**src/sv/ebsv_pkg.sv**
```systemverilog
// Shared types, constants and lookup functions of the encoder bank scanner.
package ebsv_pkg;

   localparam int NUM_ENC    = 16;
   localparam int SLOT_W     = 4;
   localparam int SCAN_W     = 64;
   localparam int TIME_W     = 32;
   localparam int VALUE_W    = 32;
   localparam int KIND_W     = 2;
   localparam int ELAPSED_W  = 16;
   localparam int CSR_IDX_W  = 1;

   localparam logic [KIND_W-1:0] KIND_PRESS   = 2'd0;
   localparam logic [KIND_W-1:0] KIND_RELEASE = 2'd1;
   localparam logic [KIND_W-1:0] KIND_ROTATE  = 2'd2;

   localparam logic [CSR_IDX_W-1:0] CSR_VALUE_MIN = 1'b0;
   localparam logic [CSR_IDX_W-1:0] CSR_VALUE_MAX = 1'b1;

   localparam logic signed [VALUE_W-1:0] VALUE_MIN_RESET   = 32'sd0;
   localparam logic signed [VALUE_W-1:0] VALUE_MAX_RESET   = 32'sd127;
   localparam logic signed [VALUE_W-1:0] PRESS_VALUE       = 32'sd127;
   localparam logic signed [VALUE_W-1:0] RELEASE_VALUE     = 32'sd0;
   localparam logic [4:0]                VEL_SPAN          = 5'd25;

   // Commands from the sequencer to the datapath.
   typedef struct packed {
      logic load;       // latch a new frame and restart the slot walk
      logic eval;       // look at the current slot, commit it when it changed
      logic push_btn;   // queue the pending button item
      logic push_rot;   // queue the pending rotation item
      logic next_slot;  // advance to the following slot
      logic flush;      // send the held item as the last one of the frame
   } ebsv_cmd_type;

   // Status from the datapath to the sequencer.
   typedef struct packed {
      logic changed;
      logic btn_pend;
      logic rot_pend;
      logic hold_valid;
      logic can_push;
      logic out_free;
      logic last_slot;
   } ebsv_sts_type;

   // Wiring of scan slots to encoder numbers.
   function automatic logic [SLOT_W-1:0] enc_of_slot(input logic [SLOT_W-1:0] slot);
      logic [SLOT_W-1:0] enc;
      unique case (slot)
         4'd0:    enc = 4'd14;
         4'd1:    enc = 4'd15;
         4'd2:    enc = 4'd10;
         4'd3:    enc = 4'd11;
         4'd4:    enc = 4'd6;
         4'd5:    enc = 4'd7;
         4'd6:    enc = 4'd2;
         4'd7:    enc = 4'd3;
         4'd8:    enc = 4'd12;
         4'd9:    enc = 4'd13;
         4'd10:   enc = 4'd8;
         4'd11:   enc = 4'd9;
         4'd12:   enc = 4'd4;
         4'd13:   enc = 4'd5;
         4'd14:   enc = 4'd0;
         default: enc = 4'd1;
      endcase
      return enc;
   endfunction

   // Step size 2f-1 with f = (625 - c*c) / 150 + 1, for a clamped time c of 1..25 ms.
   function automatic logic [3:0] vel_step(input logic [4:0] c);
      logic [3:0] mag;
      case (c) inside
         [5'd1:5'd5]:   mag = 4'd9;
         [5'd6:5'd13]:  mag = 4'd7;
         [5'd14:5'd18]: mag = 4'd5;
         [5'd19:5'd21]: mag = 4'd3;
         default:       mag = 4'd1;
      endcase
      return mag;
   endfunction

endpackage

```
**src/sv/ebsv_ctrl.sv**
```systemverilog
// Sequencer that walks the sixteen slots of a frame and paces item output.
module ebsv_ctrl import ebsv_pkg::*; (
   input  logic         clock,
   input  logic         reset,
   input  logic         req_valid,
   output logic         req_ready,
   input  ebsv_sts_type sts,
   output ebsv_cmd_type cmd
);

   localparam logic [2:0] S_IDLE  = 3'd0;
   localparam logic [2:0] S_EVAL  = 3'd1;
   localparam logic [2:0] S_BTN   = 3'd2;
   localparam logic [2:0] S_ROT   = 3'd3;
   localparam logic [2:0] S_FLUSH = 3'd4;

   logic [2:0] state_ff;
   logic [2:0] state_in;

   assign req_ready = (state_ff == S_IDLE);

   always_comb begin
      state_in = state_ff;
      cmd      = '0;
      unique case (state_ff)
         S_IDLE: begin
            if (req_valid) begin
               cmd.load = 1'b1;
               state_in = S_EVAL;
            end
         end
         S_EVAL: begin
            cmd.eval = 1'b1;
            if (sts.changed) begin
               state_in = S_BTN;
            end else if (sts.last_slot) begin
               state_in = S_FLUSH;
            end else begin
               cmd.next_slot = 1'b1;
            end
         end
         S_BTN: begin
            if (!sts.btn_pend || sts.can_push) begin
               cmd.push_btn = sts.btn_pend;
               state_in     = S_ROT;
            end
         end
         S_ROT: begin
            if (!sts.rot_pend || sts.can_push) begin
               cmd.push_rot = sts.rot_pend;
               if (sts.last_slot) begin
                  state_in = S_FLUSH;
               end else begin
                  cmd.next_slot = 1'b1;
                  state_in      = S_EVAL;
               end
            end
         end
         S_FLUSH: begin
            if (!sts.hold_valid) begin
               state_in = S_IDLE;
            end else if (sts.out_free) begin
               cmd.flush = 1'b1;
               state_in  = S_IDLE;
            end
         end
         default: state_in = S_IDLE;
      endcase
   end

   always_ff @(posedge clock) begin
      if (reset) begin
         state_ff <= S_IDLE;
      end else begin
         state_ff <= state_in;
      end
   end

endmodule

```
**src/sv/ebsv_dp.sv**
```systemverilog
// Datapath: per-encoder state, quadrature and velocity logic, item queue and output register.
module ebsv_dp import ebsv_pkg::*; (
   input  logic                        clock,
   input  logic                        reset,
   input  ebsv_cmd_type                cmd,
   output ebsv_sts_type                sts,
   input  logic [SCAN_W-1:0]           req_scan_bits,
   input  logic [TIME_W-1:0]           req_now_ms,
   input  logic                        csr_write_en,
   input  logic [CSR_IDX_W-1:0]        csr_index,
   input  logic [VALUE_W-1:0]          csr_wdata,
   output logic                        rsp_valid,
   input  logic                        rsp_ready,
   output logic [SLOT_W-1:0]           rsp_encoder_index,
   output logic [KIND_W-1:0]           rsp_event_kind,
   output logic signed [VALUE_W-1:0]   rsp_event_value,
   output logic [ELAPSED_W-1:0]        rsp_elapsed_since_turn,
   output logic                        rsp_is_last
);

   typedef struct packed {
      logic [SLOT_W-1:0]         enc;
      logic [KIND_W-1:0]         kind;
      logic signed [VALUE_W-1:0] value;
      logic [ELAPSED_W-1:0]      elapsed;
   } ebsv_item_type;

   // Configuration.
   logic signed [VALUE_W-1:0] value_min_ff;
   logic signed [VALUE_W-1:0] value_max_ff;

   // Frame being walked.
   logic [SCAN_W-1:0] frame_ff;
   logic [TIME_W-1:0] now_ff;
   logic [SLOT_W-1:0] slot_ff;

   // Per-slot and per-encoder state.
   logic [3:0]                prev_nib_ff  [NUM_ENC];
   logic                      phase_a_ff   [NUM_ENC];
   logic                      phase_b_ff   [NUM_ENC];
   logic                      lock_ff      [NUM_ENC];
   logic                      button_ff    [NUM_ENC];
   logic [TIME_W-1:0]         last_turn_ff [NUM_ENC];
   logic signed [VALUE_W-1:0] enc_value_ff [NUM_ENC];

   // Items of the current slot, the one-deep hold stage and the output register.
   ebsv_item_type btn_item_ff;
   ebsv_item_type rot_item_ff;
   logic          btn_pend_ff;
   logic          rot_pend_ff;
   ebsv_item_type hold_ff;
   logic          hold_valid_ff;
   ebsv_item_type out_ff;
   logic          out_valid_ff;
   logic          out_last_ff;

   logic [SLOT_W-1:0]         enc;
   logic [3:0]                nib;
   logic                      a_bit;
   logic                      b_bit;
   logic                      btn_bit;
   logic                      step_up;
   logic                      step_dn;
   logic                      lock_in;
   logic [TIME_W-1:0]         el;
   logic [ELAPSED_W-1:0]      el_rep;
   logic [4:0]                el_clamp;
   logic [3:0]                mag;
   logic signed [VALUE_W:0]   inc;
   logic signed [VALUE_W:0]   sum;
   logic signed [VALUE_W-1:0] value_in;
   ebsv_item_type             btn_item_in;
   ebsv_item_type             rot_item_in;
   ebsv_item_type             push_item;
   logic                      commit;

   assign enc     = enc_of_slot(slot_ff);
   assign nib     = frame_ff[{slot_ff, 2'b00} +: 4];
   assign btn_bit = nib[2];
   assign a_bit   = nib[1];
   assign b_bit   = nib[0];
   assign commit  = cmd.eval && (nib != prev_nib_ff[slot_ff]);

   // Quadrature decode at the detent: one step per detent until both phases drop.
   always_comb begin
      step_up = 1'b0;
      step_dn = 1'b0;
      lock_in = lock_ff[enc];
      if (a_bit && b_bit && !lock_ff[enc]) begin
         if (!phase_b_ff[enc]) begin
            step_dn = 1'b1;
            lock_in = 1'b1;
         end else if (!phase_a_ff[enc]) begin
            step_up = 1'b1;
            lock_in = 1'b1;
         end
      end
      if (!a_bit && !b_bit) begin
         lock_in = 1'b0;
      end
   end

   // Elapsed time, its saturated report and the velocity-scaled increment.
   always_comb begin
      el     = now_ff - last_turn_ff[enc];
      el_rep = (|el[TIME_W-1:ELAPSED_W]) ? {ELAPSED_W{1'b1}} : el[ELAPSED_W-1:0];
      if ((|el[TIME_W-1:5]) || (el[4:0] > VEL_SPAN)) begin
         el_clamp = VEL_SPAN;
      end else if (el[4:0] == 5'd0) begin
         el_clamp = 5'd1;
      end else begin
         el_clamp = el[4:0];
      end
      mag = vel_step(el_clamp);
      if (step_dn) begin
         inc = -$signed({{(VALUE_W-3){1'b0}}, mag});
      end else begin
         inc = $signed({{(VALUE_W-3){1'b0}}, mag});
      end
      sum = $signed({enc_value_ff[enc][VALUE_W-1], enc_value_ff[enc]}) + inc;
      if (sum < $signed({value_min_ff[VALUE_W-1], value_min_ff})) begin
         value_in = value_min_ff;
      end else if (sum > $signed({value_max_ff[VALUE_W-1], value_max_ff})) begin
         value_in = value_max_ff;
      end else begin
         value_in = sum[VALUE_W-1:0];
      end
   end

   always_comb begin
      btn_item_in.enc     = enc;
      btn_item_in.kind    = btn_bit ? KIND_RELEASE : KIND_PRESS;
      btn_item_in.value   = btn_bit ? RELEASE_VALUE : PRESS_VALUE;
      btn_item_in.elapsed = '0;
      rot_item_in.enc     = enc;
      rot_item_in.kind    = KIND_ROTATE;
      rot_item_in.value   = value_in;
      rot_item_in.elapsed = el_rep;
      push_item           = cmd.push_btn ? btn_item_ff : rot_item_ff;
   end

   always_comb begin
      sts.changed    = nib != prev_nib_ff[slot_ff];
      sts.btn_pend   = btn_pend_ff;
      sts.rot_pend   = rot_pend_ff;
      sts.hold_valid = hold_valid_ff;
      sts.out_free   = !out_valid_ff || rsp_ready;
      sts.can_push   = !hold_valid_ff || !out_valid_ff || rsp_ready;
      sts.last_slot  = (slot_ff == SLOT_W'(NUM_ENC - 1));
   end

   // Configuration registers.
   always_ff @(posedge clock) begin
      if (reset) begin
         value_min_ff <= VALUE_MIN_RESET;
         value_max_ff <= VALUE_MAX_RESET;
      end else if (csr_write_en) begin
         unique case (csr_index)
            CSR_VALUE_MIN: value_min_ff <= csr_wdata;
            CSR_VALUE_MAX: value_max_ff <= csr_wdata;
            default: ;
         endcase
      end
   end

   // Frame latch and slot counter.
   always_ff @(posedge clock) begin
      if (reset) begin
         slot_ff <= '0;
      end else if (cmd.load) begin
         slot_ff <= '0;
      end else if (cmd.next_slot) begin
         slot_ff <= slot_ff + 1'b1;
      end
   end

   always_ff @(posedge clock) begin
      if (cmd.load) begin
         frame_ff <= req_scan_bits;
         now_ff   <= req_now_ms;
      end
   end

   // State update for a slot whose nibble changed.
   always_ff @(posedge clock) begin
      if (reset) begin
         for (int k = 0; k < NUM_ENC; k++) begin
            prev_nib_ff[k]  <= 4'h0;
            phase_a_ff[k]   <= 1'b1;
            phase_b_ff[k]   <= 1'b1;
            lock_ff[k]      <= 1'b0;
            button_ff[k]    <= 1'b1;
            last_turn_ff[k] <= {TIME_W{1'b1}};
            enc_value_ff[k] <= '0;
         end
         btn_pend_ff <= 1'b0;
         rot_pend_ff <= 1'b0;
      end else if (commit) begin
         prev_nib_ff[slot_ff] <= nib;
         phase_a_ff[enc]      <= a_bit;
         phase_b_ff[enc]      <= b_bit;
         lock_ff[enc]         <= lock_in;
         button_ff[enc]       <= btn_bit;
         if (step_up || step_dn) begin
            last_turn_ff[enc] <= now_ff;
            enc_value_ff[enc] <= value_in;
         end
         btn_pend_ff <= (btn_bit != button_ff[enc]);
         rot_pend_ff <= step_up || step_dn;
      end
   end

   always_ff @(posedge clock) begin
      if (commit) begin
         btn_item_ff <= btn_item_in;
         rot_item_ff <= rot_item_in;
      end
   end

   // Hold stage: an item goes out only once the next one, or the frame end, is known,
   // so that the last item of a frame can be flagged.
   always_ff @(posedge clock) begin
      if (reset) begin
         hold_valid_ff <= 1'b0;
         out_valid_ff  <= 1'b0;
      end else begin
         if (cmd.push_btn || cmd.push_rot) begin
            hold_valid_ff <= 1'b1;
         end else if (cmd.flush) begin
            hold_valid_ff <= 1'b0;
         end
         if (((cmd.push_btn || cmd.push_rot) && hold_valid_ff) || cmd.flush) begin
            out_valid_ff <= 1'b1;
         end else if (rsp_ready) begin
            out_valid_ff <= 1'b0;
         end
      end
   end

   always_ff @(posedge clock) begin
      if (cmd.push_btn || cmd.push_rot) begin
         hold_ff <= push_item;
      end
      if (((cmd.push_btn || cmd.push_rot) && hold_valid_ff) || cmd.flush) begin
         out_ff      <= hold_ff;
         out_last_ff <= cmd.flush;
      end
   end

   assign rsp_valid              = out_valid_ff;
   assign rsp_encoder_index      = out_ff.enc;
   assign rsp_event_kind         = out_ff.kind;
   assign rsp_event_value        = out_ff.value;
   assign rsp_elapsed_since_turn = out_ff.elapsed;
   assign rsp_is_last            = out_last_ff;

endmodule

```
**src/sv/encoder_bank_scan_velocity.sv**
```systemverilog
// Top level of the encoder bank scanner with velocity-scaled rotation values.
//
// A scan frame item enters on the req_ channel: sixteen 4-bit slots of button
// and quadrature phase bits plus the current time in milliseconds. Each slot
// belongs to one encoder through a fixed wiring table. A slot whose nibble
// changed since the last frame is decoded, and it may give a button press or
// release item and then a rotation item, which leave in that order on the
// rsp_ channel. The last item of a frame carries rsp_is_last; a frame with no
// change gives no item. The csr_ port writes the shared lower and upper clamp
// of encoder values. Write it only while the block idles; this is not enforced.
//
// The sequencer walks unchanged slots one per cycle; a changed slot also passes
// the button and rotation push states, which wait while the hold stage and output
// register are full. req_ready rises again once the walk and final flush are done.
// One item is held back until the next item or the end of the frame is known, so
// a decoded item passes the item, hold and output registers, and the last item of
// a frame appears only once the walk has passed the final slot. When the receiver
// stalls, the output register and the hold stage fill and the slot walk waits; no
// item is lost. Reset clears all per-encoder state, the clamps (0 and 127) and both
// channels at once; there is no clearing pass.
module encoder_bank_scan_velocity import ebsv_pkg::*; (
   input  logic                        clock,
   input  logic                        reset,
   input  logic                        req_valid,
   output logic                        req_ready,
   input  logic [SCAN_W-1:0]           req_scan_bits,
   input  logic [TIME_W-1:0]           req_now_ms,
   output logic                        rsp_valid,
   input  logic                        rsp_ready,
   output logic [SLOT_W-1:0]           rsp_encoder_index,
   output logic [KIND_W-1:0]           rsp_event_kind,
   output logic signed [VALUE_W-1:0]   rsp_event_value,
   output logic [ELAPSED_W-1:0]        rsp_elapsed_since_turn,
   output logic                        rsp_is_last,
   input  logic                        csr_write_en,
   input  logic [CSR_IDX_W-1:0]        csr_index,
   input  logic [VALUE_W-1:0]          csr_wdata
);

   ebsv_cmd_type cmd;
   ebsv_sts_type sts;

   // The sequencer owns the slot walk and the input handshake.
   ebsv_ctrl u_ctrl (
      .clock     (clock),
      .reset     (reset),
      .req_valid (req_valid),
      .req_ready (req_ready),
      .sts       (sts),
      .cmd       (cmd)
   );

   // The datapath holds all encoder state and the result registers.
   ebsv_dp u_dp (
      .clock                  (clock),
      .reset                  (reset),
      .cmd                    (cmd),
      .sts                    (sts),
      .req_scan_bits          (req_scan_bits),
      .req_now_ms             (req_now_ms),
      .csr_write_en           (csr_write_en),
      .csr_index              (csr_index),
      .csr_wdata              (csr_wdata),
      .rsp_valid              (rsp_valid),
      .rsp_ready              (rsp_ready),
      .rsp_encoder_index      (rsp_encoder_index),
      .rsp_event_kind         (rsp_event_kind),
      .rsp_event_value        (rsp_event_value),
      .rsp_elapsed_since_turn (rsp_elapsed_since_turn),
      .rsp_is_last            (rsp_is_last)
   );

endmodule

```
**config.mk**
```make
export PLATFORM = sky130hd
export DESIGN_NAME = encoder_bank_scan_velocity
export DESIGN_NICKNAME = d
export VERILOG_FILES = /design/src/sv/ebsv_pkg.sv /design/src/sv/ebsv_ctrl.sv /design/src/sv/ebsv_dp.sv /design/src/sv/encoder_bank_scan_velocity.sv
export SDC_FILE = /design/constraint.sdc
export NUM_CORES = 2
export LEC_CHECK = 0
export ABC_CLOCK_PERIOD_IN_PS = 18100
export BUFFER_PORTS_ARGS = -buffer_cell sky130_fd_sc_hd__buf_2
export CAP_MARGIN = 10
export CORE_MARGIN = 2
export CORE_UTILIZATION = 60
export CTS_BUF_LIST = sky130_fd_sc_hd__clkbuf_8
export DETAILED_ROUTE_END_ITERATION = 8
export HOLD_SLACK_MARGIN = 0.08
export PLACE_DENSITY_LB_ADDON = 0.25
export SYNTH_ARGS = -nofsm -noshare
export SYNTH_HDL_FRONTEND = slang
export SYNTH_SLANG_ARGS = --single-unit
export TNS_END_PERCENT = 100
```
**constraint.sdc**
```tcl
create_clock -name clock -period 18.1 [get_ports clock]
set_input_delay 0.905 -clock clock [delete_from_list [all_inputs] [get_ports clock]]
set_output_delay 0.905 -clock clock [all_outputs]
set_load 0.05 [all_outputs]
```
**Yosys cells after proc, flatten, opt, wreduce, memory -nomap -nowiden**

Memory sizes are Yosys's and may differ from the RTL's. A register that Yosys moved wholly into a read port is not among the register bits.
Cells that the tools add are included.
W data, S select, Z words.

- Register bits: 365
- Bits in writable memories: 1152
- Memory bits (read-only): 64
- Bits of input ports: 134
- Output and inout port bits: 57
- Logic and storage cells: 184
- Memories kept: 8

- $add $sub $neg: 4
- Order comparisons: 11
- Equality and inequality tests: 12
- Shift operators: 1
- Multiplexer cells: 81
- Bitwise gates (word level): 1
- Reduce and logical (&&, ||, !) cells: 42

Memories:

| name | words | width | rd ports | clocked after memory_dff | write ports | RTL line | RTL |
|---|---|---|---|---|---|---|---|
| u_dp.enc_value_ff | 16 | 32 | 1 | 0 | 16 | ebsv_dp.sv:44 | `logic signed [VALUE_W-1:0] enc_value_ff [NUM_ENC];` |
| u_dp.last_turn_ff | 16 | 32 | 1 | 0 | 16 | ebsv_dp.sv:43 | `logic [TIME_W-1:0] last_turn_ff [NUM_ENC];` |
| (name not given) | 16 | 4 | 1 | 1 | 0 | ebsv_pkg.sv:50 | `unique case (slot)` |
| u_dp.prev_nib_ff | 16 | 4 | 1 | 1 | 16 | ebsv_dp.sv:38 | `logic [3:0] prev_nib_ff [NUM_ENC];` |
| u_dp.button_ff | 16 | 1 | 1 | 0 | 16 | ebsv_dp.sv:42 | `logic button_ff [NUM_ENC];` |
| u_dp.lock_ff | 16 | 1 | 1 | 0 | 16 | ebsv_dp.sv:41 | `logic lock_ff [NUM_ENC];` |
| +2 memories | - | - | - | - | - | - |  |

Operators by type and width:

| kind | number |
|---|---|
| $mux W32 | 4 |
| $reduce_or A32 Y1 | 2 |
| $shiftx A64 B7 Y4 | 1 |
| $mux W4 | 15 |
| $mux W48 | 1 |
| $mux W1 | 45 |
| $add A32 B33 Y33 | 1 |
| $gt A33 B32 Y1 | 1 |
| $lt A33 B32 Y1 | 1 |
| $mux W33 | 1 |
| $neg A4 Y33 | 1 |
| $sub A32 B32 Y32 | 1 |
| $reduce_or A27 Y1 | 1 |
| $mux W3 | 8 |
| $reduce_or A16 Y1 | 1 |
| $pmux W3 S5 | 1 |
| $le A5 B5 Y1 const B | 2 |
| $mux W5 | 2 |
| $logic_and A1 B1 Y1 | 9 |
| $logic_or A1 B1 Y1 | 9 |
| $logic_not A1 Y1 | 7 |
| $mux W7 | 1 |
| $eq A3 B2 Y1 const B | 2 |
| $ne A3 B3 Y1 const B | 2 |
| 26 further kinds | 33 |

**Depth between registers and ports, before layout**

An unclocked memory read counts as a cell.

- Depth in word-level cells: 18
- Gate-level depth with buffers: 44
- Depth with buffers taken out: 35

**Hierarchy**

From an unflattened synthesis, not the netlist that was laid out.

- Cells, all modules: 4907
- Area, all modules: 68517.0 um^2

By module, submodules not included:

| module | times used | cells an instance | area each (um^2) | seq. area each (um^2) |
|---|---|---|---|---|
| ebsv_dp | 1 | 4869 | 68245.5 | 43471.7 |
| ebsv_ctrl | 1 | 38 | 271.5 | 60.1 |

**Least setup slack after synthesis**

OpenSTA, ideal clock, no wires.

- Kind: flip-flop to flip-flop
- Start point: reg u_dp.enc[0] (netlist name)
- End point: mem u_dp.enc_value_ff[10][27], data pin
- Library setup time: 0.266 ns
- Arrival time: 11.094 ns
- Required time: 17.834 ns
- Path slack: 6.740 ns
- Cell stages (with the launch flop): 43
- Buffers on the path: 8
- Period minus slack after synthesis: 11.360 ns
- Path through: dfxtp_1 buf_2 buf_4 buf_2 clkbuf_1 clkbuf_1 buf_1 mux4_2 mux4_2 ha_1 inv_1 fa_1 a21o_1 and4_1 o21bai_1 a2111oi_0 nor2_1 or2_2 (+7 left out) a221oi_1 o21ai_0 a221oi_1 o211a_1 or3_1 o21ai_0 a2111oi_0 a21o_1 ha_1 nand4_1 or3_1 a311oi_1 o22ai_1 clkbuf_1 and2_1 a221oi_1 clkbuf_1 nor2_1

RTL lines:

| item | RTL line |
|---|---|
| end, declared | ebsv_dp.sv:44 |

==> qor.txt <==
status -> complete, no violations
hpwl dp -> 104 mm
crit start category -> flip-flop
Sequential Area -> 43500 um2
CP max stage cell -> nor4_1
min-delay src -> req_now_ms[11]
CTS tree -> done
reg2reg path depth -> 35
total wire length -> 188 mm
peak supply drop -> 88.0 uV
Top delay family on crit path -> compound AO/OA/AOI/OAI gates
Syn Area/Cell -> 14.1 um2
Worst Hold Depth -> 1
Max Cap Violations -> 0
Synth Warn # -> 0
detailed-route via count -> 43700
Port Buffers -> 190
Worst Path Buf+Inv -> 3
Setup Buffers After CTS -> 0
Setup CP Type -> reg -> reg
most used flip-flop cell after synthesis -> edfxtp_1
latest clock arrival within the worst-skew pair -> 970 ps
cell count after synthesis -> 4859
core area -> 113000 um2
final setup TNS -> 0 ps
CTS root buf -> clkbuf_8
share of cells above drive strength 1 -> 28.8%
WP data required -> 18770 ps
fill count -> 7635
pre-CTS WS -> 3960 ps
Tightest Hold Check Type -> in -> reg
clk buf depth -> 3
initial DRC count -> 6242
Placement Rows -> 123
hold_ws -> 138 ps
share of the synthesized area in the top cell type -> 59.8%
R2R setup slack -> 3940 ps
htree depth -> 4
final setup vio count -> 0
Post-DRT Antenna Nets -> 0
commonest non-fill, non-tap cell in the layout -> edfxtp_1
gr usage total -> 32.6%
sequential share of the synthesized area -> 63.6%
vias in the first global route -> 43200
setup ws final -> 3940 ps
Tmin final -> 14160 ps
initial core utilization -> 60.7%
CP peak stage delay -> 1230 ps
CTS Buf Count -> 230
global-route wire length before repair -> 277 mm
number of synthesized flops with an enable pin -> 1363
die area -> 117000 um2
Layout area overhead -> 11.3%
Residual DRC -> 0
largest net degree at the start of global routing -> 151
Multi-input gate area -> 23200 um2
Hold Fails Final Rpt -> 0
CP Data Arrival Time -> 14820 ps
Syn Nets -> 5127
drt wl/cell -> 27.7 um
Max Transition Viols Final -> 0
DRT Pass-1 Iters -> 8
Hold Crit Endpoint -> u_dp.now_ff[11]
nets -> 5369
most frequent cells in the layout -> 1363 x edfxtp_1, 700 x nor2_1, 505 x or2_2
synth top area cells -> edfxtp_1 60%, mux4_2 12%, or2_2 4.6%
Final Skew -> 62.3 ps
# IOs -> 191
most area-hungry cell type in the Yosys netlist -> edfxtp_1
Max FO, Critical Path -> 61
Cell Pwr Density -> 103 nW/um2
Reg-to-Reg Start -> u_dp.enc[0]
reg-to-reg endpoint -> u_dp.enc_value_ff[14][31]
LEAKAGE -> 26.1 nW
Slew HR -> 5.06%
ys async rst share -> 0%
RSZ-0062 raised after global routing -> false
FF+latch count, synth -> 1493
Setup crit end kind -> flip-flop
Die H -> 342 um
die span in x -> 342 um
area of the mapped netlist -> 68500 um2
clk slew on worst S/H paths -> 70 ps
synth unique cells -> 85
RD Place Congestion -> 0.949
Via density -> 6.42
fmax -> 0.0706 GHz
GRT Residual Overflow -> 0
CTS sink count -> 1493
initial antenna violation count -> 7
final period utilization -> 78.2%
slew at the pin closest to its max-slew limit -> 1410 ps
## synth_stat cells, types with 12 or more instances
| master | count |
|---|---|
| and2_1 | 57 |
| a211oi_1 | 23 |
| inv_1 | 165 |
| mux2_2 | 14 |
| xnor2_1 | 33 |
| nand4_1 | 26 |
| buf_2 | 16 |
| nor2_1 | 701 |
| nor3_1 | 57 |
| nand2b_1 | 35 |
| or2_2 | 505 |
| o21a_1 | 12 |
| edfxtp_1 | 1363 |
| o21bai_1 | 29 |
| nand3_1 | 47 |
| nor2b_1 | 17 |
| xor2_1 | 19 |
| mux2i_1 | 92 |
| mux4_2 | 364 |
| o21ai_0 | 49 |
| a21o_1 | 58 |
| a21oi_1 | 146 |
| nand2_2 | 16 |
| or3_1 | 15 |
| ha_1 | 132 |
| clkbuf_1 | 297 |
| buf_1 | 30 |
| dfxtp_1 | 130 |
| nand2_1 | 240 |
| and3_1 | 12 |
## repair_timing
action,4_1_cts,5_1_grt
resized for setup,0,0
hold buffers,72,0
endpoints found under the hold margin,72,0
## state kept, by name, summed over array words and instances, names as in the netlist, 4 cells and up, named ones only
name,count
u_dp.last_turn_ff,512
u_dp.rsp_event_value,32
u_dp.rsp_elapsed_since_turn,16
u_dp.slot_ff,4
u_dp.rot_item_ff,48
u_dp.frame_ff,64
u_dp.lock_ff,16
u_dp.enc_value_ff,512
u_dp.enc,4
u_dp.prev_nib_ff,64
u_dp.value_min_ff,32
u_dp.phase_a_ff,16
u_dp.btn_item_ff,6
u_dp.hold_ff,54
u_dp.now_ff,32
u_dp.button_ff,16
u_dp.value_max_ff,32
u_dp.phase_b_ff,16
u_dp.rsp_encoder_index,4
## cell families (layout without fill, tap and decap cells)
kind of cell	Yosys count	count (layout)	synth area share, %
xor+xnor	52	52	0.665
other cells	0	2	0
mux	473	473	13.7
buf+inv	514	952	2.89
compound gates	423	423	4.05
flops	1493	1493	63.6
fa+ha+maj	134	134	2.47
simple gates	1770	1770	12.7
## worst reg2reg max path: cells and delay by family (launching register included)
kind | cells | cell delay (ps)
xor gates and xnor gates | 1 | 220
adders and majority gates | 3 | 950
and+or+nand+nor | 10 | 3680
muxes | 2 | 1160
AOI/OAI and AO/OA | 16 | 5780
DFF | 1 | 890
buffers and inverters | 3 | 1200
## through the flow
| step | std cells | cell area, um2 | total power (W) | util [%] |
|---|---|---|---|---|
| 6_report | 6799 | 76200 | 0.00787 | 67.6 |
| 5_1_grt | 6799 | 76200 | 0.00812 | 67.6 |
| 4_1_cts | 6791 | 76200 | 0.00786 | 67.5 |
| 3_5_place_dp | 6291 | 70900 | 0.00510 | 62.9 |
| 3_3_place_gp | 6288 | 70900 | 0.00507 | 62.8 |
| 2_1_floorplan | 4859 | 68500 | 0.00474 | - |
## layout make-up
class	instances	area share, %
diodes	2	0.00656
clock buffers	248	4.48
clock inverters	180	1.48
inverters	166	0.821
multi-input cells	2852	30.5
flip-flops and latches	1493	57.1
well taps	1500	2.46
repair buffers	358	3.19
## how the worst max path moves through the flow
| stage | startpoint | end | cells past startpoint |
|---|---|---|---|
| 5_1_grt | u_dp.enc[0] | u_dp.enc_value_ff[14][31] | 35 |
| 6_report | u_dp.enc[0] | u_dp.enc_value_ff[14][31] | 35 |
| 3_3_place_gp | u_dp.enc[0] | u_dp.enc_value_ff[14][31] | 35 |
| 4_1_cts | u_dp.enc[0] | u_dp.enc_value_ff[2][19] | 33 |
| 3_5_place_dp | u_dp.enc[0] | u_dp.enc_value_ff[0][19] | 33 |
| 2_1_floorplan | u_dp.enc[0] | u_dp.enc_value_ff[10][27] | 42 |
## power breakdown
| group | internal [W] | total [W] | leakage (nW) | switching [W] |
|---|---|---|---|---|
| clock | 0.00143 | 0.00280 | 2.57 | 0.00137 |
| combinational | 0.000343 | 0.00106 | 10.2 | 0.000713 |
| sequential | 0.00393 | 0.00402 | 13.3 | 0.0000925 |
## layer usage
layer  share of wire [%]  vias to the layer above  track usage [%]
met1                  37                    21700             44.8
li1                    -                    18400                -
met4                 3.9                        0             12.5
met2                  47                     3088             52.0
met3                  12                      474             6.19
met5                   0                        -                0
No activity file was read; power rests on OpenSTA's default activity.
